$ cat src/step_sequenced_gain_gate_defines.svh
// assertion macros for the step sequenced gain gate
`ifndef STEP_SEQUENCED_GAIN_GATE_DEFINES_SVH
`define STEP_SEQUENCED_GAIN_GATE_DEFINES_SVH

`ifndef SYNTH
`define SSGG_ASSERT(label, clk_i, rst_ni, prop) \
	label: assert property (@(posedge clk_i) disable iff (!rst_ni) prop) \
		else $error("ssgg assertion failed");
`define SSGG_ASSERT_NR(label, clk_i, prop) \
	label: assert property (@(posedge clk_i) prop) \
		else $error("ssgg assertion failed");
`else
`define SSGG_ASSERT(label, clk_i, rst_ni, prop)
`define SSGG_ASSERT_NR(label, clk_i, prop)
`endif

`endif

$ cat src/ssgg_pkg.sv
// shared types, constants and helpers of the step sequenced gain gate
`timescale 1ns / 1ps
`default_nettype none

package ssgg_pkg;

	localparam int CFG_IDX_W  = 3;
	localparam int CFG_DATA_W = 64;
	localparam int INC_W      = 25;
	localparam int STEPS_W    = 5;
	localparam int SPAN_W     = 17;
	localparam int LEVELS_W   = 64;
	localparam int SYNC_W     = 24;
	localparam int GAIN_W     = 18;
	localparam int STEP_OUT_W = 4;
	localparam int FRAC_W     = 16;
	localparam int MUL_B_W    = 18;
	localparam int QUO_W      = 17;
	localparam int NUM_W      = 32;
	localparam int LVL_IDX_W  = 7;

	localparam logic [SPAN_W-1:0] SPAN_MIN = 17'd655;
	localparam logic [SPAN_W-1:0] SPAN_ONE = 17'd65536;

	localparam logic [INC_W-1:0]    RST_PHASE_INC  = '0;
	localparam logic [STEPS_W-1:0]  RST_STEP_COUNT = 5'd16;
	localparam logic [SPAN_W-1:0]   RST_SPAN       = 17'd13107;
	localparam logic [LEVELS_W-1:0] RST_LEVELS     = '0;

	typedef enum logic [CFG_IDX_W-1:0] {
		REG_PHASE_INC    = 3'd0,
		REG_STEP_COUNT   = 3'd1,
		REG_ATTACK_SPAN  = 3'd2,
		REG_RELEASE_SPAN = 3'd3,
		REG_LEVELS_LOW   = 3'd4,
		REG_LEVELS_HIGH  = 3'd5
	} cfg_reg_t;

	typedef struct packed {
		logic [INC_W-1:0]    phase_inc;
		logic [STEPS_W-1:0]  step_count;
		logic [SPAN_W-1:0]   attack_span;
		logic [SPAN_W-1:0]   release_span;
		logic [LEVELS_W-1:0] levels_low;
		logic [LEVELS_W-1:0] levels_high;
	} cfg_t;

	typedef struct packed {
		logic              start;
		logic [NUM_W-1:0]  num;
		logic [SPAN_W-1:0] den;
	} div_req_t;

	typedef struct packed {
		logic             done;
		logic [QUO_W-1:0] quot;
	} div_rsp_t;

	function automatic int imax(input int a, input int b);
		return (a > b) ? a : b;
	endfunction

	function automatic logic [SPAN_W-1:0] clamp_span(input logic [SPAN_W-1:0] v);
		logic [SPAN_W-1:0] r;
		r = v;
		if (v < SPAN_MIN) r = SPAN_MIN;
		if (v > SPAN_ONE) r = SPAN_ONE;
		return r;
	endfunction

	// q1.7 byte of a step, capped at one, as q1.16
	function automatic logic [SPAN_W-1:0] level_of(input logic [LEVELS_W-1:0] lo,
		input logic [LEVELS_W-1:0] hi, input logic [LVL_IDX_W-1:0] i);
		logic [7:0] b;
		b = 8'd0;
		if (i < 7'd8) begin
			b = lo[{i[2:0], 3'b000} +: 8];
		end else if (i < 7'd16) begin
			b = hi[{i[2:0], 3'b000} +: 8];
		end
		if (b > 8'd128) b = 8'd128;
		return {b, 9'd0};
	endfunction

endpackage

`default_nettype wire

$ cat src/ssgg_mul.sv
// shared signed multiplier with a registered product
`timescale 1ns / 1ps
`default_nettype none

module ssgg_mul #(
	parameter int A_W = 33
) (
	input  logic                                  clk,
	input  logic signed [A_W-1:0]                 op_a,
	input  logic signed [ssgg_pkg::MUL_B_W-1:0]   op_b,
	output logic signed [A_W+ssgg_pkg::MUL_B_W-1:0] product
);
	import ssgg_pkg::*;

	logic signed [A_W+MUL_B_W-1:0] product_q;

	always_ff @(posedge clk) begin
		product_q <= op_a * op_b;
	end

	assign product = product_q;

endmodule

`default_nettype wire

$ cat src/ssgg_div.sv
// restoring divider, one quotient bit per cycle
`timescale 1ns / 1ps
`default_nettype none

module ssgg_div (
	input  logic               clk,
	input  logic               arst_n,
	input  ssgg_pkg::div_req_t req,
	output ssgg_pkg::div_rsp_t rsp
);
	import ssgg_pkg::*;

	localparam int CNT_W = $clog2(QUO_W + 1);

	logic              busy_q;
	logic [CNT_W-1:0]  cnt_q;
	logic [SPAN_W-1:0] rem_q;
	logic [QUO_W-1:0]  num_q;
	logic [SPAN_W-1:0] den_q;
	logic [QUO_W-1:0]  quot_q;
	logic [SPAN_W+1:0] diff;
	logic              ge;
	logic              done;

	always_comb begin
		diff = {1'b0, rem_q, num_q[QUO_W-1]} - {2'b00, den_q};
		ge   = !diff[SPAN_W+1];
		done = busy_q && (cnt_q == '0);
	end

	always_ff @(posedge clk or negedge arst_n) begin
		if (!arst_n) begin
			busy_q <= 1'b0;
			cnt_q  <= '0;
		end else if (req.start) begin
			busy_q <= 1'b1;
			cnt_q  <= CNT_W'(QUO_W);
		end else if (done) begin
			busy_q <= 1'b0;
		end else if (busy_q) begin
			cnt_q <= cnt_q - 1'b1;
		end
	end

	// quotient fits in QUO_W bits, so the top bits seed the remainder
	always_ff @(posedge clk) begin
		if (req.start) begin
			rem_q  <= SPAN_W'(req.num[NUM_W-1:QUO_W]);
			num_q  <= req.num[QUO_W-1:0];
			den_q  <= req.den;
			quot_q <= '0;
		end else if (busy_q && !done) begin
			rem_q  <= ge ? diff[SPAN_W-1:0] : {rem_q[SPAN_W-2:0], num_q[QUO_W-1]};
			num_q  <= {num_q[QUO_W-2:0], 1'b0};
			quot_q <= {quot_q[QUO_W-2:0], ge};
		end
	end

	assign rsp.done = done;
	assign rsp.quot = quot_q;

endmodule

`default_nettype wire

$ cat src/ssgg_seq.sv
// sequencer: phase, step tracking, ramps and scaling over the shared units
`timescale 1ns / 1ps
`default_nettype none

module ssgg_seq #(
	parameter int MAX_STEPS   = 16,
	parameter int PHASE_BITS  = 24,
	parameter int SAMPLE_BITS = 24,
	parameter int MUL_A_W     = 33
) (
	input  logic                                        clk,
	input  logic                                        arst_n,
	input  ssgg_pkg::cfg_t                              cfg,
	input  logic                                        in_valid,
	output logic                                        in_ready,
	input  logic signed [SAMPLE_BITS-1:0]               sample_left,
	input  logic signed [SAMPLE_BITS-1:0]               sample_right,
	input  logic                                        sync_valid,
	input  logic [ssgg_pkg::SYNC_W-1:0]                 sync_phase,
	output logic                                        out_valid,
	input  logic                                        out_ready,
	output logic signed [SAMPLE_BITS-1:0]               out_left,
	output logic signed [SAMPLE_BITS-1:0]               out_right,
	output logic signed [ssgg_pkg::GAIN_W-1:0]          out_gain,
	output logic [ssgg_pkg::STEP_OUT_W-1:0]             out_step,
	output logic signed [MUL_A_W-1:0]                   mul_a,
	output logic signed [ssgg_pkg::MUL_B_W-1:0]         mul_b,
	input  logic signed [MUL_A_W+ssgg_pkg::MUL_B_W-1:0] mul_p,
	output ssgg_pkg::div_req_t                          div_req,
	input  ssgg_pkg::div_rsp_t                          div_rsp
);
	import ssgg_pkg::*;

	localparam int PW    = MUL_A_W + MUL_B_W;
	localparam int IW    = $clog2(MAX_STEPS);
	localparam int UP_SH = (PHASE_BITS > SYNC_W) ? PHASE_BITS - SYNC_W : 0;
	localparam int DN_SH = (PHASE_BITS < SYNC_W) ? SYNC_W - PHASE_BITS : 0;
	localparam logic signed [PW-1:0] RND  = PW'(32768);
	localparam logic signed [PW-1:0] SMAX = PW'({(SAMPLE_BITS-1){1'b1}});
	localparam logic signed [PW-1:0] SMIN = ~SMAX;

	typedef enum logic [3:0] {
		S_IDLE,
		S_POS_MUL,
		S_STEP,
		S_LEVELS,
		S_ATT_CHK,
		S_ATT_MUL,
		S_ATT_GO,
		S_ATT_DIV,
		S_REL_CHK,
		S_REL_MUL,
		S_REL_GO,
		S_REL_DIV,
		S_LEFT_MUL,
		S_LEFT_RES,
		S_DONE
	} state_t;

	state_t                        state_q;
	logic [PHASE_BITS-1:0]         phase_acc_q;
	logic [IW-1:0]                 active_q;
	logic [IW-1:0]                 previous_q;
	logic [IW-1:0]                 next_q;
	logic                          seen_q;
	logic signed [SAMPLE_BITS-1:0] sample_l_q;
	logic signed [SAMPLE_BITS-1:0] sample_r_q;
	logic [FRAC_W-1:0]             frac_q;
	logic [SPAN_W-1:0]             act_lv_q;
	logic [SPAN_W-1:0]             prv_lv_q;
	logic [SPAN_W-1:0]             nxt_lv_q;
	logic signed [GAIN_W-1:0]      vol_q;
	logic signed [SAMPLE_BITS-1:0] left_q;
	logic signed [MUL_A_W-1:0]     op_a_q;
	logic signed [MUL_B_W-1:0]     op_b_q;
	logic                          out_valid_q;
	logic signed [SAMPLE_BITS-1:0] out_left_q;
	logic signed [SAMPLE_BITS-1:0] out_right_q;
	logic signed [GAIN_W-1:0]      out_gain_q;
	logic [STEP_OUT_W-1:0]         out_step_q;

	logic [PHASE_BITS+SYNC_W-1:0]  sync_x;
	logic [PHASE_BITS+INC_W-1:0]   inc_x;
	logic [PHASE_BITS-1:0]         sync_pos;
	logic [PHASE_BITS-1:0]         inc_pos;
	logic [PHASE_BITS-1:0]         pos;
	logic [STEPS_W-1:0]            steps_c;
	logic [STEPS_W-1:0]            idx_raw;
	logic [STEPS_W-1:0]            idx_c;
	logic [STEPS_W:0]              idx_inc;
	logic [IW-1:0]                 idx_w;
	logic [IW-1:0]                 nxt_c;
	logic [SPAN_W-1:0]             att_c;
	logic [SPAN_W-1:0]             rel_c;
	logic [SPAN_W-1:0]             thr;
	logic [SPAN_W-1:0]             diff_att;
	logic [SPAN_W-1:0]             diff_rel;
	logic [SPAN_W-1:0]             rel_num;
	logic signed [GAIN_W-1:0]      vol_att;
	logic signed [GAIN_W-1:0]      vol_rel;
	logic signed [PW-1:0]          rnd;
	logic signed [PW-1:0]          shr;
	logic signed [SAMPLE_BITS-1:0] sat_res;

	always_comb begin
		sync_x   = {{PHASE_BITS{1'b0}}, sync_phase} << UP_SH;
		sync_pos = PHASE_BITS'(sync_x >> DN_SH);
		inc_x    = {{PHASE_BITS{cfg.phase_inc[INC_W-1]}}, cfg.phase_inc} << UP_SH;
		inc_pos  = PHASE_BITS'(inc_x >> DN_SH);
		pos      = sync_valid ? sync_pos : phase_acc_q;

		if (cfg.step_count == '0) begin
			steps_c = STEPS_W'(1);
		end else if (32'(cfg.step_count) > MAX_STEPS) begin
			steps_c = STEPS_W'(MAX_STEPS);
		end else begin
			steps_c = cfg.step_count;
		end

		idx_raw = mul_p[PHASE_BITS +: STEPS_W];
		idx_c   = (idx_raw >= steps_c) ? steps_c - 1'b1 : idx_raw;
		idx_w   = IW'(idx_c);
		idx_inc = {1'b0, idx_c} + 1'b1;
		nxt_c   = (idx_inc < {1'b0, steps_c}) ? IW'(idx_inc) : '0;

		att_c    = clamp_span(cfg.attack_span);
		rel_c    = clamp_span(cfg.release_span);
		thr      = SPAN_ONE - rel_c;
		diff_att = act_lv_q - prv_lv_q;
		diff_rel = act_lv_q - nxt_lv_q;
		rel_num  = {1'b0, frac_q} - thr;
		vol_att  = $signed({1'b0, prv_lv_q}) + $signed({1'b0, div_rsp.quot});
		vol_rel  = vol_q - $signed({1'b0, div_rsp.quot});

		// round half up, then clip to the sample range
		rnd = mul_p + RND;
		shr = rnd >>> FRAC_W;
		if (shr > SMAX) begin
			sat_res = SAMPLE_BITS'(SMAX);
		end else if (shr < SMIN) begin
			sat_res = SAMPLE_BITS'(SMIN);
		end else begin
			sat_res = SAMPLE_BITS'(shr);
		end
	end

	always_ff @(posedge clk or negedge arst_n) begin
		if (!arst_n) begin
			state_q     <= S_IDLE;
			phase_acc_q <= '0;
			active_q    <= '0;
			previous_q  <= '0;
			seen_q      <= 1'b0;
			out_valid_q <= 1'b0;
		end else begin
			if (out_valid_q && out_ready && (state_q != S_DONE)) out_valid_q <= 1'b0;
			case (state_q)
				S_IDLE: begin
					if (in_valid) begin
						sample_l_q  <= sample_left;
						sample_r_q  <= sample_right;
						phase_acc_q <= pos + inc_pos;
						op_a_q      <= MUL_A_W'(pos);
						op_b_q      <= MUL_B_W'(steps_c);
						state_q     <= S_POS_MUL;
					end
				end
				S_POS_MUL: begin
					state_q <= S_STEP;
				end
				S_STEP: begin
					frac_q <= mul_p[PHASE_BITS-1 -: FRAC_W];
					next_q <= nxt_c;
					if (!seen_q) begin
						previous_q <= idx_w;
						active_q   <= idx_w;
						seen_q     <= 1'b1;
					end else if (active_q != idx_w) begin
						previous_q <= active_q;
						active_q   <= idx_w;
					end
					state_q <= S_LEVELS;
				end
				S_LEVELS: begin
					act_lv_q <= level_of(cfg.levels_low, cfg.levels_high,
						LVL_IDX_W'(active_q));
					prv_lv_q <= level_of(cfg.levels_low, cfg.levels_high,
						LVL_IDX_W'(previous_q));
					nxt_lv_q <= level_of(cfg.levels_low, cfg.levels_high,
						LVL_IDX_W'(next_q));
					state_q  <= S_ATT_CHK;
				end
				S_ATT_CHK: begin
					vol_q <= $signed({1'b0, act_lv_q});
					if (({1'b0, frac_q} < att_c) && (prv_lv_q < act_lv_q)) begin
						op_a_q  <= MUL_A_W'(frac_q);
						op_b_q  <= MUL_B_W'(diff_att);
						state_q <= S_ATT_MUL;
					end else begin
						state_q <= S_REL_CHK;
					end
				end
				S_ATT_MUL: begin
					state_q <= S_ATT_GO;
				end
				S_ATT_GO: begin
					state_q <= S_ATT_DIV;
				end
				S_ATT_DIV: begin
					if (div_rsp.done) begin
						vol_q   <= vol_att;
						state_q <= S_REL_CHK;
					end
				end
				S_REL_CHK: begin
					if (({1'b0, frac_q} > thr) && (nxt_lv_q < act_lv_q)) begin
						op_a_q  <= MUL_A_W'(rel_num);
						op_b_q  <= MUL_B_W'(diff_rel);
						state_q <= S_REL_MUL;
					end else begin
						op_a_q  <= MUL_A_W'(sample_l_q);
						op_b_q  <= vol_q;
						state_q <= S_LEFT_MUL;
					end
				end
				S_REL_MUL: begin
					state_q <= S_REL_GO;
				end
				S_REL_GO: begin
					state_q <= S_REL_DIV;
				end
				S_REL_DIV: begin
					if (div_rsp.done) begin
						vol_q   <= vol_rel;
						op_a_q  <= MUL_A_W'(sample_l_q);
						op_b_q  <= vol_rel;
						state_q <= S_LEFT_MUL;
					end
				end
				S_LEFT_MUL: begin
					op_a_q  <= MUL_A_W'(sample_r_q);
					state_q <= S_LEFT_RES;
				end
				S_LEFT_RES: begin
					left_q  <= sat_res;
					state_q <= S_DONE;
				end
				S_DONE: begin
					// right product stays in the multiplier while the output is held
					if (!out_valid_q || out_ready) begin
						out_left_q  <= left_q;
						out_right_q <= sat_res;
						out_gain_q  <= vol_q;
						out_step_q  <= STEP_OUT_W'(active_q);
						out_valid_q <= 1'b1;
						state_q     <= S_IDLE;
					end
				end
				default: begin
					state_q <= S_IDLE;
				end
			endcase
		end
	end

	assign in_ready  = (state_q == S_IDLE);
	assign out_valid = out_valid_q;
	assign out_left  = out_left_q;
	assign out_right = out_right_q;
	assign out_gain  = out_gain_q;
	assign out_step  = out_step_q;
	assign mul_a     = op_a_q;
	assign mul_b     = op_b_q;

	assign div_req.start = (state_q == S_ATT_GO) || (state_q == S_REL_GO);
	assign div_req.num   = mul_p[NUM_W-1:0];
	assign div_req.den   = (state_q == S_REL_GO) ? rel_c : att_c;

endmodule

`default_nettype wire

$ cat src/step_sequenced_gain_gate.sv
// top level of the step sequenced stereo gain gate
//
//   port group   dir   contents
//   s_*          in    stereo sample beat, sync flag in s_tuser
//   m_*          out   gated stereo beat with gain and step
//   cfg_*        in    register writes, no read-back
//
// an item takes longer from accept to the next ready when the attack ramp is active,
// and longer still when the release ramp is active as well
// each ramp costs one multiply and one 17-bit division on the shared divider
// arst_n clears phase, step tracking and the output beat, and sets the registers to defaults
// s_tready is low from accept until the result is loaded into the output register
// a stalled output beat holds the last result while the next item is taken
`timescale 1ns / 1ps
`default_nettype none
`include "step_sequenced_gain_gate_defines.svh"

module step_sequenced_gain_gate #(
	parameter int MAX_STEPS   = 16,
	parameter int PHASE_BITS  = 24,
	parameter int SAMPLE_BITS = 24
) (
	input  logic                                      clk,
	input  logic                                      arst_n,
	// sample_left, sample_right, sync_phase
	input  logic [((2*SAMPLE_BITS+24+7)/8)*8-1:0]     s_tdata,
	// sync_valid
	input  logic                                      s_tuser,
	input  logic                                      s_tvalid,
	output logic                                      s_tready,
	// out_left, out_right, gain_value, step_index
	output logic [((2*SAMPLE_BITS+22+7)/8)*8-1:0]     m_tdata,
	output logic                                      m_tvalid,
	input  logic                                      m_tready,
	input  logic                                      cfg_wr_en,
	input  logic [ssgg_pkg::CFG_IDX_W-1:0]            cfg_index,
	input  logic [ssgg_pkg::CFG_DATA_W-1:0]           cfg_data
);
	import ssgg_pkg::*;

	localparam int OUT_W   = ((2*SAMPLE_BITS+22+7)/8)*8;
	localparam int MUL_A_W = imax(imax(PHASE_BITS+1, SAMPLE_BITS), FRAC_W+1);

	cfg_t                          cfg_q;
	logic signed [SAMPLE_BITS-1:0] sample_left;
	logic signed [SAMPLE_BITS-1:0] sample_right;
	logic [SYNC_W-1:0]             sync_phase;
	logic signed [SAMPLE_BITS-1:0] out_left;
	logic signed [SAMPLE_BITS-1:0] out_right;
	logic signed [GAIN_W-1:0]      out_gain;
	logic [STEP_OUT_W-1:0]         out_step;
	logic signed [MUL_A_W-1:0]     mul_a;
	logic signed [MUL_B_W-1:0]     mul_b;
	logic signed [MUL_A_W+MUL_B_W-1:0] mul_p;
	div_req_t                      div_req;
	div_rsp_t                      div_rsp;

	always_ff @(posedge clk or negedge arst_n) begin
		if (!arst_n) begin
			cfg_q.phase_inc    <= RST_PHASE_INC;
			cfg_q.step_count   <= RST_STEP_COUNT;
			cfg_q.attack_span  <= RST_SPAN;
			cfg_q.release_span <= RST_SPAN;
			cfg_q.levels_low   <= RST_LEVELS;
			cfg_q.levels_high  <= RST_LEVELS;
		end else if (cfg_wr_en) begin
			case (cfg_index)
				REG_PHASE_INC:    cfg_q.phase_inc    <= cfg_data[INC_W-1:0];
				REG_STEP_COUNT:   cfg_q.step_count   <= cfg_data[STEPS_W-1:0];
				REG_ATTACK_SPAN:  cfg_q.attack_span  <= cfg_data[SPAN_W-1:0];
				REG_RELEASE_SPAN: cfg_q.release_span <= cfg_data[SPAN_W-1:0];
				REG_LEVELS_LOW:   cfg_q.levels_low   <= cfg_data[LEVELS_W-1:0];
				REG_LEVELS_HIGH:  cfg_q.levels_high  <= cfg_data[LEVELS_W-1:0];
				default: ;
			endcase
		end
	end

	assign sample_left  = s_tdata[SAMPLE_BITS-1:0];
	assign sample_right = s_tdata[2*SAMPLE_BITS-1:SAMPLE_BITS];
	assign sync_phase   = s_tdata[2*SAMPLE_BITS+SYNC_W-1:2*SAMPLE_BITS];

	assign m_tdata = OUT_W'({out_step, out_gain, out_right, out_left});

	ssgg_seq #(
		.MAX_STEPS  (MAX_STEPS),
		.PHASE_BITS (PHASE_BITS),
		.SAMPLE_BITS(SAMPLE_BITS),
		.MUL_A_W    (MUL_A_W)
	) u_seq (
		.clk         (clk),
		.arst_n      (arst_n),
		.cfg         (cfg_q),
		.in_valid    (s_tvalid),
		.in_ready    (s_tready),
		.sample_left (sample_left),
		.sample_right(sample_right),
		.sync_valid  (s_tuser),
		.sync_phase  (sync_phase),
		.out_valid   (m_tvalid),
		.out_ready   (m_tready),
		.out_left    (out_left),
		.out_right   (out_right),
		.out_gain    (out_gain),
		.out_step    (out_step),
		.mul_a       (mul_a),
		.mul_b       (mul_b),
		.mul_p       (mul_p),
		.div_req     (div_req),
		.div_rsp     (div_rsp)
	);

	ssgg_mul #(
		.A_W(MUL_A_W)
	) u_mul (
		.clk    (clk),
		.op_a   (mul_a),
		.op_b   (mul_b),
		.product(mul_p)
	);

	ssgg_div u_div (
		.clk   (clk),
		.arst_n(arst_n),
		.req   (div_req),
		.rsp   (div_rsp)
	);

	`SSGG_ASSERT(a_one_item_at_a_time, clk, arst_n, s_tvalid && s_tready |=> !s_tready)
	`SSGG_ASSERT(a_result_after_work, clk, arst_n, $rose(m_tvalid) |-> !$past(s_tready))
	`SSGG_ASSERT(a_gain_range, clk, arst_n, m_tvalid |-> (out_gain >= -18'sd65536) && (out_gain <= 18'sd65536))
	`SSGG_ASSERT_NR(a_reset_quiet, clk, !arst_n |-> !m_tvalid && s_tready)

endmodule

`default_nettype wire

$ cat config.mk
export PLATFORM = sky130hd
export DESIGN_NAME = step_sequenced_gain_gate
export DESIGN_NICKNAME = d
export VERILOG_FILES = /design/src/ssgg_pkg.sv /design/src/ssgg_mul.sv /design/src/ssgg_div.sv /design/src/ssgg_seq.sv /design/src/step_sequenced_gain_gate.sv
export VERILOG_INCLUDE_DIRS = /design/src /design/src/src
export SDC_FILE = /design/constraint.sdc
export NUM_CORES = 2
export LEC_CHECK = 0
export BUFFER_PORTS_ARGS = -buffer_cell sky130_fd_sc_hd__clkbuf_2
export CAP_MARGIN = 20
export CORE_AREA = 2 2 283 285
export CTS_CLUSTER_DIAMETER = 40
export CTS_CLUSTER_SIZE = 25
export DETAILED_ROUTE_END_ITERATION = 8
export DIE_AREA = 0 0 285 287
export GPL_TIMING_DRIVEN = 0
export PLACE_DENSITY = 0.78
export SYNTH_ARGS = -nofsm -noshare
export SYNTH_HDL_FRONTEND = slang
export SYNTH_SLANG_ARGS = --single-unit
$ cat constraint.sdc
create_clock -name clk -period 7.58 [get_ports clk]
set_input_delay 0.758 -clock clk [delete_from_list [all_inputs] [get_ports clk]]
set_output_delay 0.758 -clock clk [all_outputs]
set_load 0.03 [all_outputs]
; ---- After elaboration in Yosys (flattened, before gate mapping)
; Cells that the tools add are included.
[totals]
regBits = 593
in_bits = 145
out_inout_bits = 74
wordCells = 193
[classes]
addsub = 12
multipliers = 1
magnitude_cmp = 19
n_eq_ne = 28
n_shift = 6
n_mux = 53
reduce_logical = 39
[op_table]
columns = cell, n
row1 = $shiftx 64x7->8, 6
row2 = $mux 17, 8
row3 = $pmux 25 s5, 1
row4 = $mux 25, 4
row5 = $mux 18, 5
row6 = $mux 24, 3
row7 = $pmux 18 s4, 1
row8 = $pmux 4 s15, 1
row9 = $pmux 18 s3, 1
row10 = $mux 8, 6
row11 = $add 43x17->43 const B, 1
row12 = $mul 25x18->43, 1
row13 = $mux 4, 9
row14 = $gt 17x17->1 const B, 2
row15 = $lt 17x10->1 const B, 2
row16 = $lt 17x17->1, 2
row17 = $sub 17x17->17, 2
row18 = $mux 15, 2
row19 = $mux 5, 6
row20 = $eq 4x4->1 const B, 7
row21 = $gt 27x24->1 const B, 1
row22 = $lt 27x24->1 const B, 1
row23 = $add 24x24->24, 1
row24 = $gt 8x8->1 const B, 3
row25 = 39 further kinds, 82

; ---- Depth between registers and ports, before layout
[logic_depth]
word_depth = 8
mapped_depth = 25
depth_no_buf = 24

; ---- Modules after synthesis
; A second synthesis with hierarchy kept.
[hier_totals]
hier_cells = 4374
hier_area_um2 = 48192.5
[by_module_without_submodules]
columns = module, instances, cells_each, area_per_inst_um2, seq_area_each_um2
row1 = ssgg_seq, 1, 1718, 19731.4, 8368.0
row2 = ssgg_mul, 1, 1855, 16832.4, 860.8
row3 = step_sequenced_gain_gate, 1, 412, 7592.3, 4825.9
row4 = ssgg_div, 1, 389, 4036.4, 2001.9

; ---- Worst setup path after synthesis
; No wires, ideal clock.
[synth_path]
kind = register to register
start = register u_seq.op_a_q[9] (netlist: u_seq.mul_a[9])
end = register u_mul.product_q[42] (netlist: u_mul.product[42])
t_arrival_ns = 6.447
t_required_ns = 7.453
path_slack_ns = 1.006
stages_incl_launch_ff = 25
n_path_buf = 2
period_less_slack_ns = 6.574
cell_sequence = edfxtp_1 > clkbuf_1 > clkbuf_1 > nand2_1 > fa_1 > inv_1 > fa_1 > inv_1 > fa_1 > inv_1 > fa_1 > fa_1 > inv_1 > fa_1 > inv_1 > ha_1 > and3_1 > nand3_1 > a211oi_1 > o211ai_1 > a2111oi_2 > o211ai_1 > a21oi_1 > a221oi_1 > xnor2_1
[synth_via]
elab_chain_len = 1
[synth_rtl]
columns = element, line_no
row1 = start: declaration, ssgg_seq.sv:74  ; logic signed [MUL_A_W-1:0] op_a_q;
row2 = start signal: assignment, ssgg_seq.sv:163  ; op_a_q <= MUL_A_W'(pos);
row3 = start signal: assignment, ssgg_seq.sv:196  ; op_a_q <= MUL_A_W'(frac_q);
row4 = start signal: assignment, ssgg_seq.sv:217  ; op_a_q <= MUL_A_W'(rel_num);
row5 = $mul 25x18->43, ssgg_mul.sv:18  ; product_q <= op_a * op_b;
row6 = end signal: assignment, ssgg_mul.sv:18
row7 = end: declaration, ssgg_mul.sv:15  ; logic signed [A_W+MUL_B_W-1:0] product_q;
; No other way between the ends.
; A chain may end at the register's enable or synchronous reset.

; ---- Worst setup path after layout
[layout_path]
start = register u_seq.op_a_q[4] (netlist: u_seq.mul_a[4])
end = register u_mul.product_q[35] (netlist: u_mul.product[35])
; Same word-level chain as after synthesis.

==> metrics.cfg <==
[drt]
drtPass1Iterations = 5
drc = 0
viasPerCell = 6.046
vias = 35040
ant_nets = 0
drt-wirelength-per-cell_um = 24.40
drtIter0Drc = 3799
wl_um = 141400

[critical_path]
cp.required_ns = 8.16
worstSetupEndpointType = register
setup.worst_path.start_class = register
cp_max_fo = 10
critical_path_arrival_ns = 7.96
crit_type = register to register

[clock_network]
cts_sinks = 593
clockBufferDepth = 3
h-tree-depth = 3
cts_tree = built
numCtsBuffers = 84
clk_latency_ns = 0.68
root_buffer = clkbuf_16
path_clk_slew_ns = 0.07

[die]
die-height_um = 287
rows = 103
die_w_um = 285
core-area_um2 = 78610
die_area_um2 = 81800
initial_core_util = 0.5956
pin_count = 219

[flow_run]
drv_cap = 0

[synth]
ys_types = 93
ys_seq_elements = 593
synth_top_area_share = 0.1915
syn_inst = 4316
synth.avg_cell_area_um2 = 10.85
synth_top_area_cell = fa_1
post-synth-top-count-cell = inv_1
yosys-top-cells-area = fa_1, edfxtp_1, dfrtp_1
synth_area_um2 = 46820
synth-edff-count = 296
synthFlopType = edfxtp_1
seq_area_frac_synth = 0.3424
synth_warnings = 0
synthArstFlopShare = 0.3963
synth.top_cells.by_count = inv_1, nand2_1, fa_1

[finish]
drive_above_1_share = 0.1871
stdcell_area_um2 = 53030
syn2layout_area_growth_pct = 13.25
nNetsFinal = 5495
stdcell_count = 5795

[grt]
antenna_found_initial = 4
grt_pass1_vias = 35610
grt_max_degree = 116
grtUsageTotal = 0.3497
grt_pass1_wl_um = 212700
grt.overflow.total = 0

[sta]
skew_ns = 0.06502
period_needed_ns = 7.379
tns_ns = 0
fin_crit_sh = 0.9735
max-slew-margin-rel = 0.08873
setup_viol = 0
hold_ws_ns = 0.2476
fmax_mhz = 135.5
slew_violations = 0
tightest_slew_ns = 1.367
hold_violations = 0

[placed_design]
gp_congestion = 1.031
port_buffers = 214
place_area_um2 = 49590
dp_hpwl_um = 111900
dp_cells = 5603

[status]
status = completed

[hold_path]
worstHoldPathType = primary input to register

## logic make-up after synthesis
group | after synthesis | synth area share
AND/OR/NAND/NOR | 1120 | 0.1124
buffers and inverters | 828 | 0.06686
adder cells (fa/ha/maj) | 682 | 0.2541
flip-flops | 593 | 0.3424
AO/OA/AOI/OAI | 590 | 0.08276
multiplexers | 359 | 0.1147
XOR/XNOR | 143 | 0.02675
other | 1 | 0.00008009
## final cells by class
cell class / count / area [um^2]
antenna: 5 / 12.51
buffer: 171 / 732.0
clock buffer: 89 / 2121
clock inverter: 69 / 894.6
fill: 5913 / 25580
inverter: 644 / 2417
multi-input combinational: 2896 / 27790
sequential: 593 / 16030
tap: 1050 / 1314
timing repair buffer: 278 / 1718
## state kept, by name, summed over array words and instances (netlist names), 18 cells and up
name / count
u_seq.out_left: 24
u_seq.mul_a: 25
u_seq.sample_r_q: 24
u_seq.left_q: 24
u_seq.sample_l_q: 24
u_seq.mul_b: 18
cfg_q: 191
u_seq.vol_q: 18
u_seq.out_right: 24
u_mul.product: 43
u_seq.phase_acc_q: 24
u_seq.out_gain: 18
## cells in the final DEF, fill, tap and decap left out, drive strengths merged, types with 9 or more instances in the layout
cell / instances
nor2: 151
edfxtp: 296
clkbuf: 448
xnor2: 96
dfrtp: 218
nand2b: 26
or3: 9
nand3: 39
dfstp: 17
o211ai: 11
nor2b: 48
mux2i: 18
a222oi: 16
o21a: 28
and2: 177
a221o: 9
xor2: 47
nor4: 15
a22o: 10
mux2: 221
o21bai: 16
a21o: 61
dfxtp: 62
o31ai: 11
a31oi: 29
o21ai: 156
mux4: 120
buf: 88
ha: 234
nand4: 16
a211oi: 28
inv: 675
a21oi: 134
and3: 19
nor3: 52
nand2: 530
clkinv: 28
fa: 448
## path summary, 6_finish.rpt
path,from,endpoint,slack [ns],cells past startpoint
setup / recovery,u_seq.mul_a[4]$_DFFE_PP_,u_mul.product[35]$_DFF_P_,0.20,21
hold / removal,s_tdata[25],u_seq.sample_r_q[1]$_DFFE_PP_,0.25,1
setup reg to reg,u_seq.mul_a[4]$_DFFE_PP_,u_mul.product[35]$_DFF_P_,0.20,21
hold reg to reg,u_seq.left_q[9]$_DFFE_PP_,u_seq.out_left[9]$_DFFE_PP_,0.41,0
max in group asynchronous,arst_n,u_seq.phase_acc_q[9]$_DFFE_PN0P_,6.21,3
min in group asynchronous,arst_n,cfg_q[117]$_DFFE_PN0P_,0.48,2
## metal layers
layer | wire length (um) | GRT usage | up-vias
li1 | - | - | 15280
met1 | 51960 | 0.4390 | 17490
met2 | 66600 | 0.5650 | 1836
met3 | 13190 | 0.07238 | 430
met4 | 9674 | 0.2075 | 0
met5 | 0 | 0 | -
## worst max-delay path, cell delays in order, from the launching register on
cell and delay [ns]:
edfxtp_1 0.66, clkbuf_2 0.39, nand2_1 0.14, fa_1 0.55, inv_1 0.06, fa_1 0.48, fa_1 0.53, fa_1 0.54
fa_1 0.56, inv_1 0.06, fa_1 0.59, inv_1 0.06, ha_1 0.36, a21o_1 0.21, a21o_1 0.18, a21oi_1 0.21
nor4b_4 0.41, a21oi_1 0.23, a41o_1 0.32, o21ai_2 0.36, a211oi_1 0.16, a211oi_1 0.26
## metrics by stage
| step | worst slack, ns | util |
|---|---|---|
| floorplan | 1.006 | - |
| global placement | -5.490 | 0.6260 |
| detailed placement | -0.9978 | 0.6308 |
| CTS | -0.06385 | 0.6709 |
| global route | -0.03127 | 0.6744 |
| finish | 0.2010 | 0.6746 |
## timing repair
action                                  CTS  global route
hold buffers                              1             0
gates resized for setup                  47            30
endpoints found under the setup margin   17            10
pin swaps                                 1             1
setup buffers                             8            31
endpoints found under the hold margin    11             0
Power is left out: the tool's default activity adds up to more than one toggle a clock period on the data nets, which glitch-free logic cannot reach.
